===== src/hw/rtl/nrhci_pkg.sv =====
`timescale 1ns / 1ps
// ----------------------------------------------------------------------------
// nrhci_pkg
// Shared types and constants of the no-repeat hash choice index core.
// ----------------------------------------------------------------------------
package nrhci_pkg;

    localparam int unsigned WORD_W   = 32;
    localparam int unsigned CHOICE_W = 16;

    localparam logic [31:0] HASH_SEED  = 32'd374761393;
    localparam logic [31:0] HASH_MUL_A = 32'd668265263;
    localparam logic [31:0] HASH_MUL_B = 32'd2246822519;
    localparam logic [31:0] HASH_MUL_C = 32'd3266489917;
    localparam logic [31:0] BACK_SALT  = 32'd13331;

    // remainder unit: bits retired per cycle and steps per operand
    localparam int unsigned FMOD_BITS  = 4;
    localparam int unsigned FMOD_STEPS = WORD_W / FMOD_BITS;

    typedef struct packed {
        logic                start;
        logic                hash_en;
        logic [WORD_W-1:0]   operand;
        logic [CHOICE_W-1:0] divisor;
    } hm_req_t;

    typedef struct packed {
        logic                done;
        logic [CHOICE_W-1:0] result;
    } hm_resp_t;

endpackage


===== src/hw/rtl/no_repeat_hash_choice_index_core.sv =====
`timescale 1ns / 1ps
// ----------------------------------------------------------------------------
// no_repeat_hash_choice_index_core
// Maps a signed index and a modulus to a non-repeating hash choice; for a
// modulus above two it is served from a window buffer that is rebuilt on a miss.
// ----------------------------------------------------------------------------
// Modulus below three: the result is set at acceptance and goes out via S_DONE.
// Window hit: slot remainder, window check, buffer read, output.
// Rebuild: BUFFER_LENGTH+1 hash-remainder passes, plus one more pass per tail
// entry re-stepped; one transaction at a time.
// Reset clears the window state; the buffer is not cleared (every entry is
// written by a rebuild before it is read).
// ----------------------------------------------------------------------------
module no_repeat_hash_choice_index_core #(
    parameter int unsigned BUFFER_LENGTH = 100
) (
    input  logic        clk,
    input  logic        rst_n,
    input  logic        in_valid,
    output logic        in_stall,
    input  logic [31:0] index_value,
    input  logic [15:0] modulus,
    output logic        out_valid,
    input  logic        out_stall,
    output logic [15:0] choice
);

    localparam int unsigned IDX_W = $clog2(BUFFER_LENGTH);

    typedef enum logic [12:0] {
        S_IDLE  = 13'b0000000000001,
        S_SLOT  = 13'b0000000000010,
        S_CHECK = 13'b0000000000100,
        S_FILL  = 13'b0000000001000,
        S_NEXT  = 13'b0000000010000,
        S_BRD   = 13'b0000000100000,
        S_BCMP  = 13'b0000001000000,
        S_BWAIT = 13'b0000010000000,
        S_RDREQ = 13'b0000100000000,
        S_RDATA = 13'b0001000000000,
        S_DONE  = 13'b0010000000000,
        S_SPARE = 13'b0100000000000,
        S_HOLD  = 13'b1000000000000
    } state_t;

    state_t              state_reg, state_next;
    logic [31:0]         index_reg, index_next;
    logic [15:0]         mod_reg, mod_next;
    logic [IDX_W-1:0]    slot_reg, slot_next;
    logic [IDX_W-1:0]    pos_reg, pos_next;
    logic [15:0]         prev_reg, prev_next;
    logic [15:0]         head_reg, head_next;
    logic [15:0]         res_reg, res_next;
    logic [31:0]         wstart_reg, wstart_next;
    logic [15:0]         wmod_reg, wmod_next;
    logic                wvalid_reg, wvalid_next;
    logic                out_valid_reg, out_valid_next;
    logic [15:0]         choice_reg;

    logic [15:0]         buffer_mem [BUFFER_LENGTH];
    logic [15:0]         rd_data_reg;
    logic                rd_en;
    logic [IDX_W-1:0]    rd_addr;
    logic                wr_en;
    logic [IDX_W-1:0]    wr_addr;
    logic [15:0]         wr_data;

    nrhci_pkg::hm_req_t  req;
    nrhci_pkg::hm_resp_t resp;

    logic                accept;
    logic                out_free;
    logic [31:0]         pos_ext;
    logic [31:0]         slot_ext;
    logic [31:0]         new_start;
    logic [31:0]         win_end;
    logic                miss;
    logic [16:0]         fwd_sum;
    logic [15:0]         fwd_val;
    logic [16:0]         back_sum;
    logic [15:0]         back_val;

    nrhci_hmod u_hmod (
        .clk   (clk),
        .rst_n (rst_n),
        .req   (req),
        .resp  (resp)
    );

    assign accept   = in_valid && !in_stall;
    assign in_stall = (state_reg != S_IDLE);
    assign out_free = !out_valid_reg || !out_stall;

    assign pos_ext   = {{(32-IDX_W){1'b0}}, pos_reg};
    assign slot_ext  = {{(32-IDX_W){1'b0}}, slot_reg};
    assign new_start = index_reg - slot_ext - 32'(BUFFER_LENGTH / 4);
    assign win_end   = wstart_reg + 32'(BUFFER_LENGTH);
    assign miss      = !wvalid_reg
                       || ($signed(index_reg) < $signed(wstart_reg))
                       || ($signed(index_reg) >= $signed(win_end))
                       || (mod_reg != wmod_reg);

    always_comb
    begin
        fwd_sum = {1'b0, prev_reg} + {1'b0, resp.result} + 17'd1;
        if (fwd_sum >= {1'b0, mod_reg})
            fwd_sum = fwd_sum - {1'b0, mod_reg};
        fwd_val = (pos_reg == '0) ? resp.result : fwd_sum[15:0];
        back_sum = {1'b0, head_reg} + {1'b0, resp.result} + 17'd1;
        if (back_sum >= {1'b0, mod_reg})
            back_sum = back_sum - {1'b0, mod_reg};
        back_val = back_sum[15:0];
    end

    always_comb
    begin
        state_next     = state_reg;
        index_next     = index_reg;
        mod_next       = mod_reg;
        slot_next      = slot_reg;
        pos_next       = pos_reg;
        prev_next      = prev_reg;
        head_next      = head_reg;
        res_next       = res_reg;
        wstart_next    = wstart_reg;
        wmod_next      = wmod_reg;
        wvalid_next    = wvalid_reg;
        out_valid_next = out_valid_reg && out_stall;
        req            = '0;
        rd_en          = 1'b0;
        rd_addr        = slot_reg;
        wr_en          = 1'b0;
        wr_addr        = pos_reg;
        wr_data        = fwd_val;

        case (state_reg)
            S_IDLE:
            begin
                if (accept)
                begin
                    index_next = index_value;
                    mod_next   = modulus;
                    if (modulus < 16'd2)
                    begin
                        res_next   = 16'd0;
                        state_next = S_DONE;
                    end
                    else if (modulus == 16'd2)
                    begin
                        res_next   = {15'd0, index_value[0]};
                        state_next = S_DONE;
                    end
                    else
                    begin
                        req.start   = 1'b1;
                        req.hash_en = 1'b0;
                        req.operand = index_value;
                        req.divisor = 16'(BUFFER_LENGTH);
                        state_next  = S_SLOT;
                    end
                end
            end
            S_SLOT:
            begin
                if (resp.done)
                begin
                    slot_next  = resp.result[IDX_W-1:0];
                    state_next = S_CHECK;
                end
            end
            S_CHECK:
            begin
                if (miss)
                begin
                    wstart_next = new_start;
                    wmod_next   = mod_reg;
                    wvalid_next = 1'b1;
                    pos_next    = '0;
                    req.start   = 1'b1;
                    req.hash_en = 1'b1;
                    req.operand = new_start;
                    req.divisor = mod_reg;
                    state_next  = S_FILL;
                end
                else
                    state_next = S_RDREQ;
            end
            S_FILL:
            begin
                if (resp.done)
                begin
                    wr_en     = 1'b1;
                    prev_next = fwd_val;
                    req.start   = 1'b1;
                    req.hash_en = 1'b1;
                    if (pos_reg == IDX_W'(BUFFER_LENGTH - 1))
                    begin
                        req.operand = wstart_reg + 32'(BUFFER_LENGTH);
                        req.divisor = mod_reg;
                        state_next  = S_NEXT;
                    end
                    else
                    begin
                        pos_next    = pos_reg + IDX_W'(1);
                        req.operand = wstart_reg + pos_ext + 32'd1;
                        req.divisor = mod_reg - 16'd1;
                    end
                end
            end
            S_NEXT:
            begin
                if (resp.done)
                begin
                    head_next  = resp.result;
                    pos_next   = IDX_W'(BUFFER_LENGTH - 1);
                    state_next = S_BRD;
                end
            end
            S_BRD:
            begin
                rd_en      = 1'b1;
                rd_addr    = pos_reg;
                state_next = S_BCMP;
            end
            S_BCMP:
            begin
                if (rd_data_reg != head_reg)
                    state_next = S_RDREQ;
                else
                begin
                    req.start   = 1'b1;
                    req.hash_en = 1'b1;
                    req.operand = wstart_reg + pos_ext + nrhci_pkg::BACK_SALT;
                    req.divisor = mod_reg - 16'd1;
                    state_next  = S_BWAIT;
                end
            end
            S_BWAIT:
            begin
                if (resp.done)
                begin
                    head_next = back_val;
                    wr_en     = 1'b1;
                    wr_data   = back_val;
                    if (pos_reg == IDX_W'(1))
                        state_next = S_RDREQ;
                    else
                    begin
                        pos_next   = pos_reg - IDX_W'(1);
                        state_next = S_BRD;
                    end
                end
            end
            S_RDREQ:
            begin
                rd_en      = 1'b1;
                state_next = S_RDATA;
            end
            S_RDATA:
            begin
                res_next   = rd_data_reg;
                state_next = S_DONE;
            end
            S_DONE:
            begin
                if (out_free)
                begin
                    out_valid_next = 1'b1;
                    state_next     = S_IDLE;
                end
            end
            default:
            begin
                state_next = S_IDLE;
            end
        endcase
    end

    always_ff @(posedge clk or negedge rst_n)
    begin
        if (!rst_n)
        begin
            state_reg     <= S_IDLE;
            wstart_reg    <= '0;
            wmod_reg      <= '0;
            wvalid_reg    <= 1'b0;
            out_valid_reg <= 1'b0;
        end
        else
        begin
            state_reg     <= state_next;
            wstart_reg    <= wstart_next;
            wmod_reg      <= wmod_next;
            wvalid_reg    <= wvalid_next;
            out_valid_reg <= out_valid_next;
        end
    end

    always_ff @(posedge clk)
    begin
        index_reg <= index_next;
        mod_reg   <= mod_next;
        slot_reg  <= slot_next;
        pos_reg   <= pos_next;
        prev_reg  <= prev_next;
        head_reg  <= head_next;
        res_reg   <= res_next;
        if ((state_reg == S_DONE) && out_free)
            choice_reg <= res_reg;
    end

    always_ff @(posedge clk)
    begin
        if (wr_en)
            buffer_mem[wr_addr] <= wr_data;
        if (rd_en)
            rd_data_reg <= buffer_mem[rd_addr];
    end

    assign out_valid = out_valid_reg;
    assign choice    = choice_reg;

endmodule


===== src/hw/rtl/nrhci_hash.sv =====
`timescale 1ns / 1ps
// ----------------------------------------------------------------------------
// nrhci_hash
// Multi-cycle 32-bit avalanche hash; one shared multiplier, one product a cycle.
// ----------------------------------------------------------------------------
module nrhci_hash (
    input  logic        clk,
    input  logic        rst_n,
    input  logic        start,
    input  logic [31:0] operand,
    output logic        done,
    output logic [31:0] hash
);

    logic [31:0] acc_reg;
    logic [1:0]  step_reg;
    logic        busy_reg;
    logic        done_reg;
    logic [31:0] seeded;
    logic [31:0] mul_a;
    logic [31:0] mul_b;
    logic [31:0] product;

    assign seeded = operand + nrhci_pkg::HASH_SEED;

    always_comb
    begin
        case (step_reg)
            2'd0:
            begin
                mul_a = acc_reg;
                mul_b = nrhci_pkg::HASH_MUL_A;
            end
            2'd1:
            begin
                mul_a = acc_reg ^ (acc_reg >> 15);
                mul_b = nrhci_pkg::HASH_MUL_B;
            end
            default:
            begin
                mul_a = acc_reg ^ (acc_reg >> 13);
                mul_b = nrhci_pkg::HASH_MUL_C;
            end
        endcase
    end

    assign product = mul_a * mul_b;

    always_ff @(posedge clk or negedge rst_n)
    begin
        if (!rst_n)
        begin
            busy_reg <= 1'b0;
            done_reg <= 1'b0;
            step_reg <= 2'd0;
        end
        else
        begin
            done_reg <= 1'b0;
            if (start)
            begin
                busy_reg <= 1'b1;
                step_reg <= 2'd0;
            end
            else if (busy_reg)
            begin
                step_reg <= step_reg + 2'd1;
                if (step_reg == 2'd2)
                begin
                    busy_reg <= 1'b0;
                    done_reg <= 1'b1;
                end
            end
        end
    end

    always_ff @(posedge clk)
    begin
        if (start)
            acc_reg <= {seeded[14:0], seeded[31:15]};
        else if (busy_reg)
            acc_reg <= product;
    end

    assign done = done_reg;
    assign hash = acc_reg ^ (acc_reg >> 16);

endmodule


===== src/hw/rtl/nrhci_fmod.sv =====
`timescale 1ns / 1ps
// ----------------------------------------------------------------------------
// nrhci_fmod
// Iterative floored remainder of a signed 32-bit word by a 16-bit divisor.
// ----------------------------------------------------------------------------
module nrhci_fmod (
    input  logic        clk,
    input  logic        rst_n,
    input  logic        start,
    input  logic [31:0] value,
    input  logic [15:0] divisor,
    output logic        done,
    output logic [15:0] result
);

    localparam int unsigned CNT_W = $clog2(nrhci_pkg::FMOD_STEPS);

    logic [31:0]      mag_reg;
    logic [15:0]      rem_reg;
    logic [15:0]      div_reg;
    logic             neg_reg;
    logic             busy_reg;
    logic             done_reg;
    logic [CNT_W-1:0] cnt_reg;
    logic [31:0]      mag_step;
    logic [15:0]      rem_step;

    always_comb
    begin
        logic [16:0] trial;
        rem_step = rem_reg;
        mag_step = mag_reg;
        for (int k = 0; k < nrhci_pkg::FMOD_BITS; k++)
        begin
            trial    = {rem_step, mag_step[31]};
            mag_step = {mag_step[30:0], 1'b0};
            if (trial >= {1'b0, div_reg})
                trial = trial - {1'b0, div_reg};
            rem_step = trial[15:0];
        end
    end

    always_ff @(posedge clk or negedge rst_n)
    begin
        if (!rst_n)
        begin
            busy_reg <= 1'b0;
            done_reg <= 1'b0;
            cnt_reg  <= '0;
        end
        else
        begin
            done_reg <= 1'b0;
            if (start)
            begin
                busy_reg <= 1'b1;
                cnt_reg  <= '0;
            end
            else if (busy_reg)
            begin
                cnt_reg <= cnt_reg + CNT_W'(1);
                if (cnt_reg == CNT_W'(nrhci_pkg::FMOD_STEPS - 1))
                begin
                    busy_reg <= 1'b0;
                    done_reg <= 1'b1;
                end
            end
        end
    end

    always_ff @(posedge clk)
    begin
        if (start)
        begin
            neg_reg <= value[31];
            mag_reg <= value[31] ? (~value + 32'd1) : value;
            rem_reg <= '0;
            div_reg <= divisor;
        end
        else if (busy_reg)
        begin
            mag_reg <= mag_step;
            rem_reg <= rem_step;
        end
    end

    assign done   = done_reg;
    assign result = (neg_reg && (rem_reg != 16'd0)) ? (div_reg - rem_reg) : rem_reg;

endmodule


===== src/hw/rtl/nrhci_hmod.sv =====
`timescale 1ns / 1ps
// ----------------------------------------------------------------------------
// nrhci_hmod
// Hash-then-reduce unit: chains the avalanche hash into the remainder unit,
// or reduces the operand directly when hashing is off.
// ----------------------------------------------------------------------------
module nrhci_hmod (
    input  logic               clk,
    input  logic               rst_n,
    input  nrhci_pkg::hm_req_t req,
    output nrhci_pkg::hm_resp_t resp
);

    logic [15:0] div_reg;
    logic        hash_done;
    logic [31:0] hash_value;
    logic        mod_start;
    logic [31:0] mod_value;
    logic [15:0] mod_div;

    nrhci_hash u_hash (
        .clk     (clk),
        .rst_n   (rst_n),
        .start   (req.start && req.hash_en),
        .operand (req.operand),
        .done    (hash_done),
        .hash    (hash_value)
    );

    always_ff @(posedge clk)
    begin
        if (req.start)
            div_reg <= req.divisor;
    end

    assign mod_start = (req.start && !req.hash_en) || hash_done;
    assign mod_value = hash_done ? hash_value : req.operand;
    assign mod_div   = req.start ? req.divisor : div_reg;

    nrhci_fmod u_fmod (
        .clk     (clk),
        .rst_n   (rst_n),
        .start   (mod_start),
        .value   (mod_value),
        .divisor (mod_div),
        .done    (resp.done),
        .result  (resp.result)
    );

endmodule

===== config.mk =====
export PLATFORM = sky130hd
export DESIGN_NAME = no_repeat_hash_choice_index_core
export DESIGN_NICKNAME = d
export VERILOG_FILES = /design/src/hw/rtl/nrhci_pkg.sv /design/src/hw/rtl/no_repeat_hash_choice_index_core.sv /design/src/hw/rtl/nrhci_hash.sv /design/src/hw/rtl/nrhci_fmod.sv /design/src/hw/rtl/nrhci_hmod.sv
export SDC_FILE = /design/constraint.sdc
export NUM_CORES = 2
export LEC_CHECK = 0
export ABC_AREA = 1
export BUFFER_PORTS_ARGS = -buffer_cell sky130_fd_sc_hd__buf_2
export CORE_MARGIN = 3
export CORE_UTILIZATION = 40
export DETAILED_ROUTE_END_ITERATION = 6
export PLACE_DENSITY = 0.58
export SLEW_MARGIN = 20
export SYNTH_ARGS = -nofsm -noshare
export SYNTH_HDL_FRONTEND = slang
export SYNTH_HIERARCHICAL = 1
export SYNTH_SLANG_ARGS = --single-unit

===== constraint.sdc =====
create_clock -name clk -period 9.27 [get_ports clk]
set_clock_uncertainty 0.2 [all_clocks]
set_input_delay 1.854 -clock clk [delete_from_list [all_inputs] [get_ports clk]]
set_output_delay 1.854 -clock clk [all_outputs]
set_load 0.02 [all_outputs]

==> run metrics <==
status complete, no violations; worst r2r path cells 36; Detailed Route WL 355,000 um; Total Negative Setup Slacks 0 ns; GRT Residual Overflow 0; post-synthesis register bit count 1,925; Synth Cell Area 0.113 mm2; commonest cells after routing, fill and taps aside 3,951 x nand2_1, 1,823 x edfxtp_1, 1,781 x inv_1; Post-Syn Nets 13,300; Post-Synth Simple-Gate Area 23.5%; NumNets Final 13,300; Ys Warns 6; maximum clock path buffer count 4; syn avg cell area 9.11 um2; Final ANT Viol Nets 0; post-synthesis adder-cell area fraction 11.0%; IO Port Bufs 69; Largest register FFs 1,600; final period utilization 96.6%; Die W 538 um; number of global-route vias before repair 79,800; 1st-iter DRT viols 8,595; hold path endpoint choice[14]; RSZ-0062 raised after global routing no; Initial DRT Pass Iterations 6; setup slack at placement 0.238 ns; share of cells above drive strength 1 7.18%; Num CTS Buffers 205; cell with the largest stage delay on the worst path nor3_1; Setup WS post-layout 0.313 ns; H-tree depth 4; hold depth 0; max_slew headroom 23.3%; Crit. End Element flip-flop; CTS root buf clkbuf_16; Top Family by Delay on Critical Path adder cells; Clock Sinks 1,925; DRC errors left 0; slowest cell delay on critical path 0.64 ns; CP Launch Type flip-flop; sequential share of the synthesized area 50.4%; post-synthesis xor/xnor area fraction 1.98%; per-cell routed wire length 21.7 um; post-synth cell types 77; fin. max-slew vios 0; site row count 194; main combinational cell family by area after synthesis simple AND/OR/NAND/NOR gates; hold path startpoint res_reg[14]; mux contribution to synthesized area 0%; reg2reg setup slack 0.31 ns; initial antenna violation count 14; min cycle time layout 8.96 ns; required time of the worst setup path 9.60 ns; Mapped Cells 12,400; fmax 112 MHz; Worst Setup SP u_hmod/u_hash/step_reg[0]; initial core utilization 40.4%; total track usage 23.9%; fillcell total 27,100; # IOs 70; fraction of registers with async set/reset 3.64%; crit path kind flip-flop to flip-flop; Worst Tran Pin Value 1.14 ns; global-route wire length before repair 525,000 um; maximum number of pins on one net before global-route repair 180; P&R area growth vs syn 10.2%; leading cell type in the layout, fill and taps excluded nand2_1; Worst path most repeated cell inv_1; endpoints failing hold 0; Worst Path Buf+Inv 12; dpl hpwl 244,000 um; FF-to-FF Start u_hmod/u_hash/step_reg[0]; Clock transition at path regs 0.06 ns; Placer Congestion 0.969; worst min path class flip-flop to flip-flop; max-capacitance violation count 0; CORE AREA 0.281 mm2; final setup fails 0; Die Y 538 um; Vias 85,000; Crit path arrival time 9.29 ns; Most flops, register buffer_mem; Crit Path Max Fanout 14; RR Endpoint u_hmod/u_hash/acc_reg[31]; Skew-Pair Late Insertion Delay 0.85 ns; top_reg_cell synth edfxtp_1; EDFF count, synth 1,823; Avg Vias per Cell 5.18; CTS tree done; Die Footprint 0.290 mm2; post-synthesis compound-gate area fraction 4.58%
[synthesized netlist by cell type, types with 17 or more instances]
| library cell | n | share of area, % |
|---|---|---|
| nand2_1 | 3969 | 13 |
| dfrtp_1 | 69 | 1.5 |
| xor2_1 | 174 | 1.3 |
| nand3_1 | 1418 | 6.3 |
| xnor2_1 | 79 | 0.61 |
| nor2_2 | 26 | 0.14 |
| nor4_1 | 31 | 0.17 |
| nor3_1 | 64 | 0.28 |
| a21o_1 | 18 | 0.12 |
| nand3_2 | 18 | 0.16 |
| buf_2 | 225 | 0.99 |
| a31oi_1 | 18 | 0.099 |
| buf_6 | 36 | 0.36 |
| o22ai_1 | 20 | 0.11 |
| fa_1 | 367 | 6.5 |
| a21oi_1 | 267 | 1.2 |
| inv_2 | 29 | 0.096 |
| dfxtp_1 | 32 | 0.57 |
| o21bai_1 | 17 | 0.11 |
| inv_1 | 1784 | 5.9 |
| nor2_1 | 525 | 1.7 |
| clkbuf_1 | 120 | 0.40 |
| or2_2 | 38 | 0.21 |
| o211ai_1 | 156 | 1.0 |
| buf_4 | 96 | 0.64 |
| edfxtp_1 | 1823 | 48 |
| nand4_1 | 76 | 0.42 |
| o21ai_0 | 294 | 1.3 |
| ha_1 | 411 | 4.5 |
| nand2_2 | 64 | 0.35 |
| buf_1 | 17 | 0.056 |
[timing repair]
item | in CTS | in global routing
resized for setup | 0 | 14
endpoints found under the hold margin | 0 | 0
endpoints found under the setup margin | 0 | 27
buffers inserted | 0 | 10
hold buffers | 0 | 0
[layout make-up]
| type | count | area (um2) | area share (%) |
|---|---|---|---|
| Antenna cell | 13 | 32.5 | 0.0260 |
| Clock inverter | 105 | 966 | 0.773 |
| Timing Repair Buffer | 354 | 2890 | 2.31 |
| Clock buffer | 266 | 5550 | 4.44 |
| Multi-Input combinational cell | 8203 | 46800 | 37.5 |
| Tap cell | 3724 | 4660 | 3.73 |
| Inverter | 1822 | 6880 | 5.51 |
| Sequential cell | 1925 | 57100 | 45.7 |
[cells by family (layout without fill, tap and decap cells)]
logic type,count (synthesis),count (layout)
compound gates,877,877
simple gates,6293,6294
buf+inv,2320,2547
xor+xnor,254,254
flops,1925,1925
other cells,0,13
fa+ha+maj,778,778
[through the flow]
step | cell area (um2) | utilization (%) | hold slack (ns) | std cells
6_report | 125000 | 44.5 | 0.216 | 16400
5_1_grt | 125000 | 44.5 | 0.226 | 16400
4_1_cts | 125000 | 44.5 | 0.218 | 16400
3_5_place_dp | 118000 | 42.1 | 0.205 | 16000
3_3_place_gp | 118000 | 42.1 | 0.200 | 16000
2_1_floorplan | 113000 | - | 0.200 | 12400
[routing by layer]
metal / part of all wire (%) / GRT usage, % / wire (um)
met5: 0 / 0 / 0
met2: 45 / 37.6 / 162000
met4: 3.9 / 8.61 / 13700
met3: 6.9 / 3.19 / 24400
met1: 44 / 33.7 / 156000
[worst max path at each step]
stage	to	slack, ns	depth (start not counted)
3_3_place_gp	u_hmod/u_fmod/rem_reg[12]	0.26	47
6_report	u_hmod/u_hash/acc_reg[31]	0.31	36
5_1_grt	u_hmod/u_hash/acc_reg[30]	0.01	34
4_1_cts	u_hmod/u_hash/acc_reg[28]	0.19	37
2_1_floorplan	u_hmod/u_hash/acc_reg[23]	1.34	35
3_5_place_dp	u_hmod/u_hash/acc_reg[28]	0.24	37
Power is left out: the tool's default activity adds up to more than one toggle a clock period on the data nets, which glitch-free logic cannot reach.
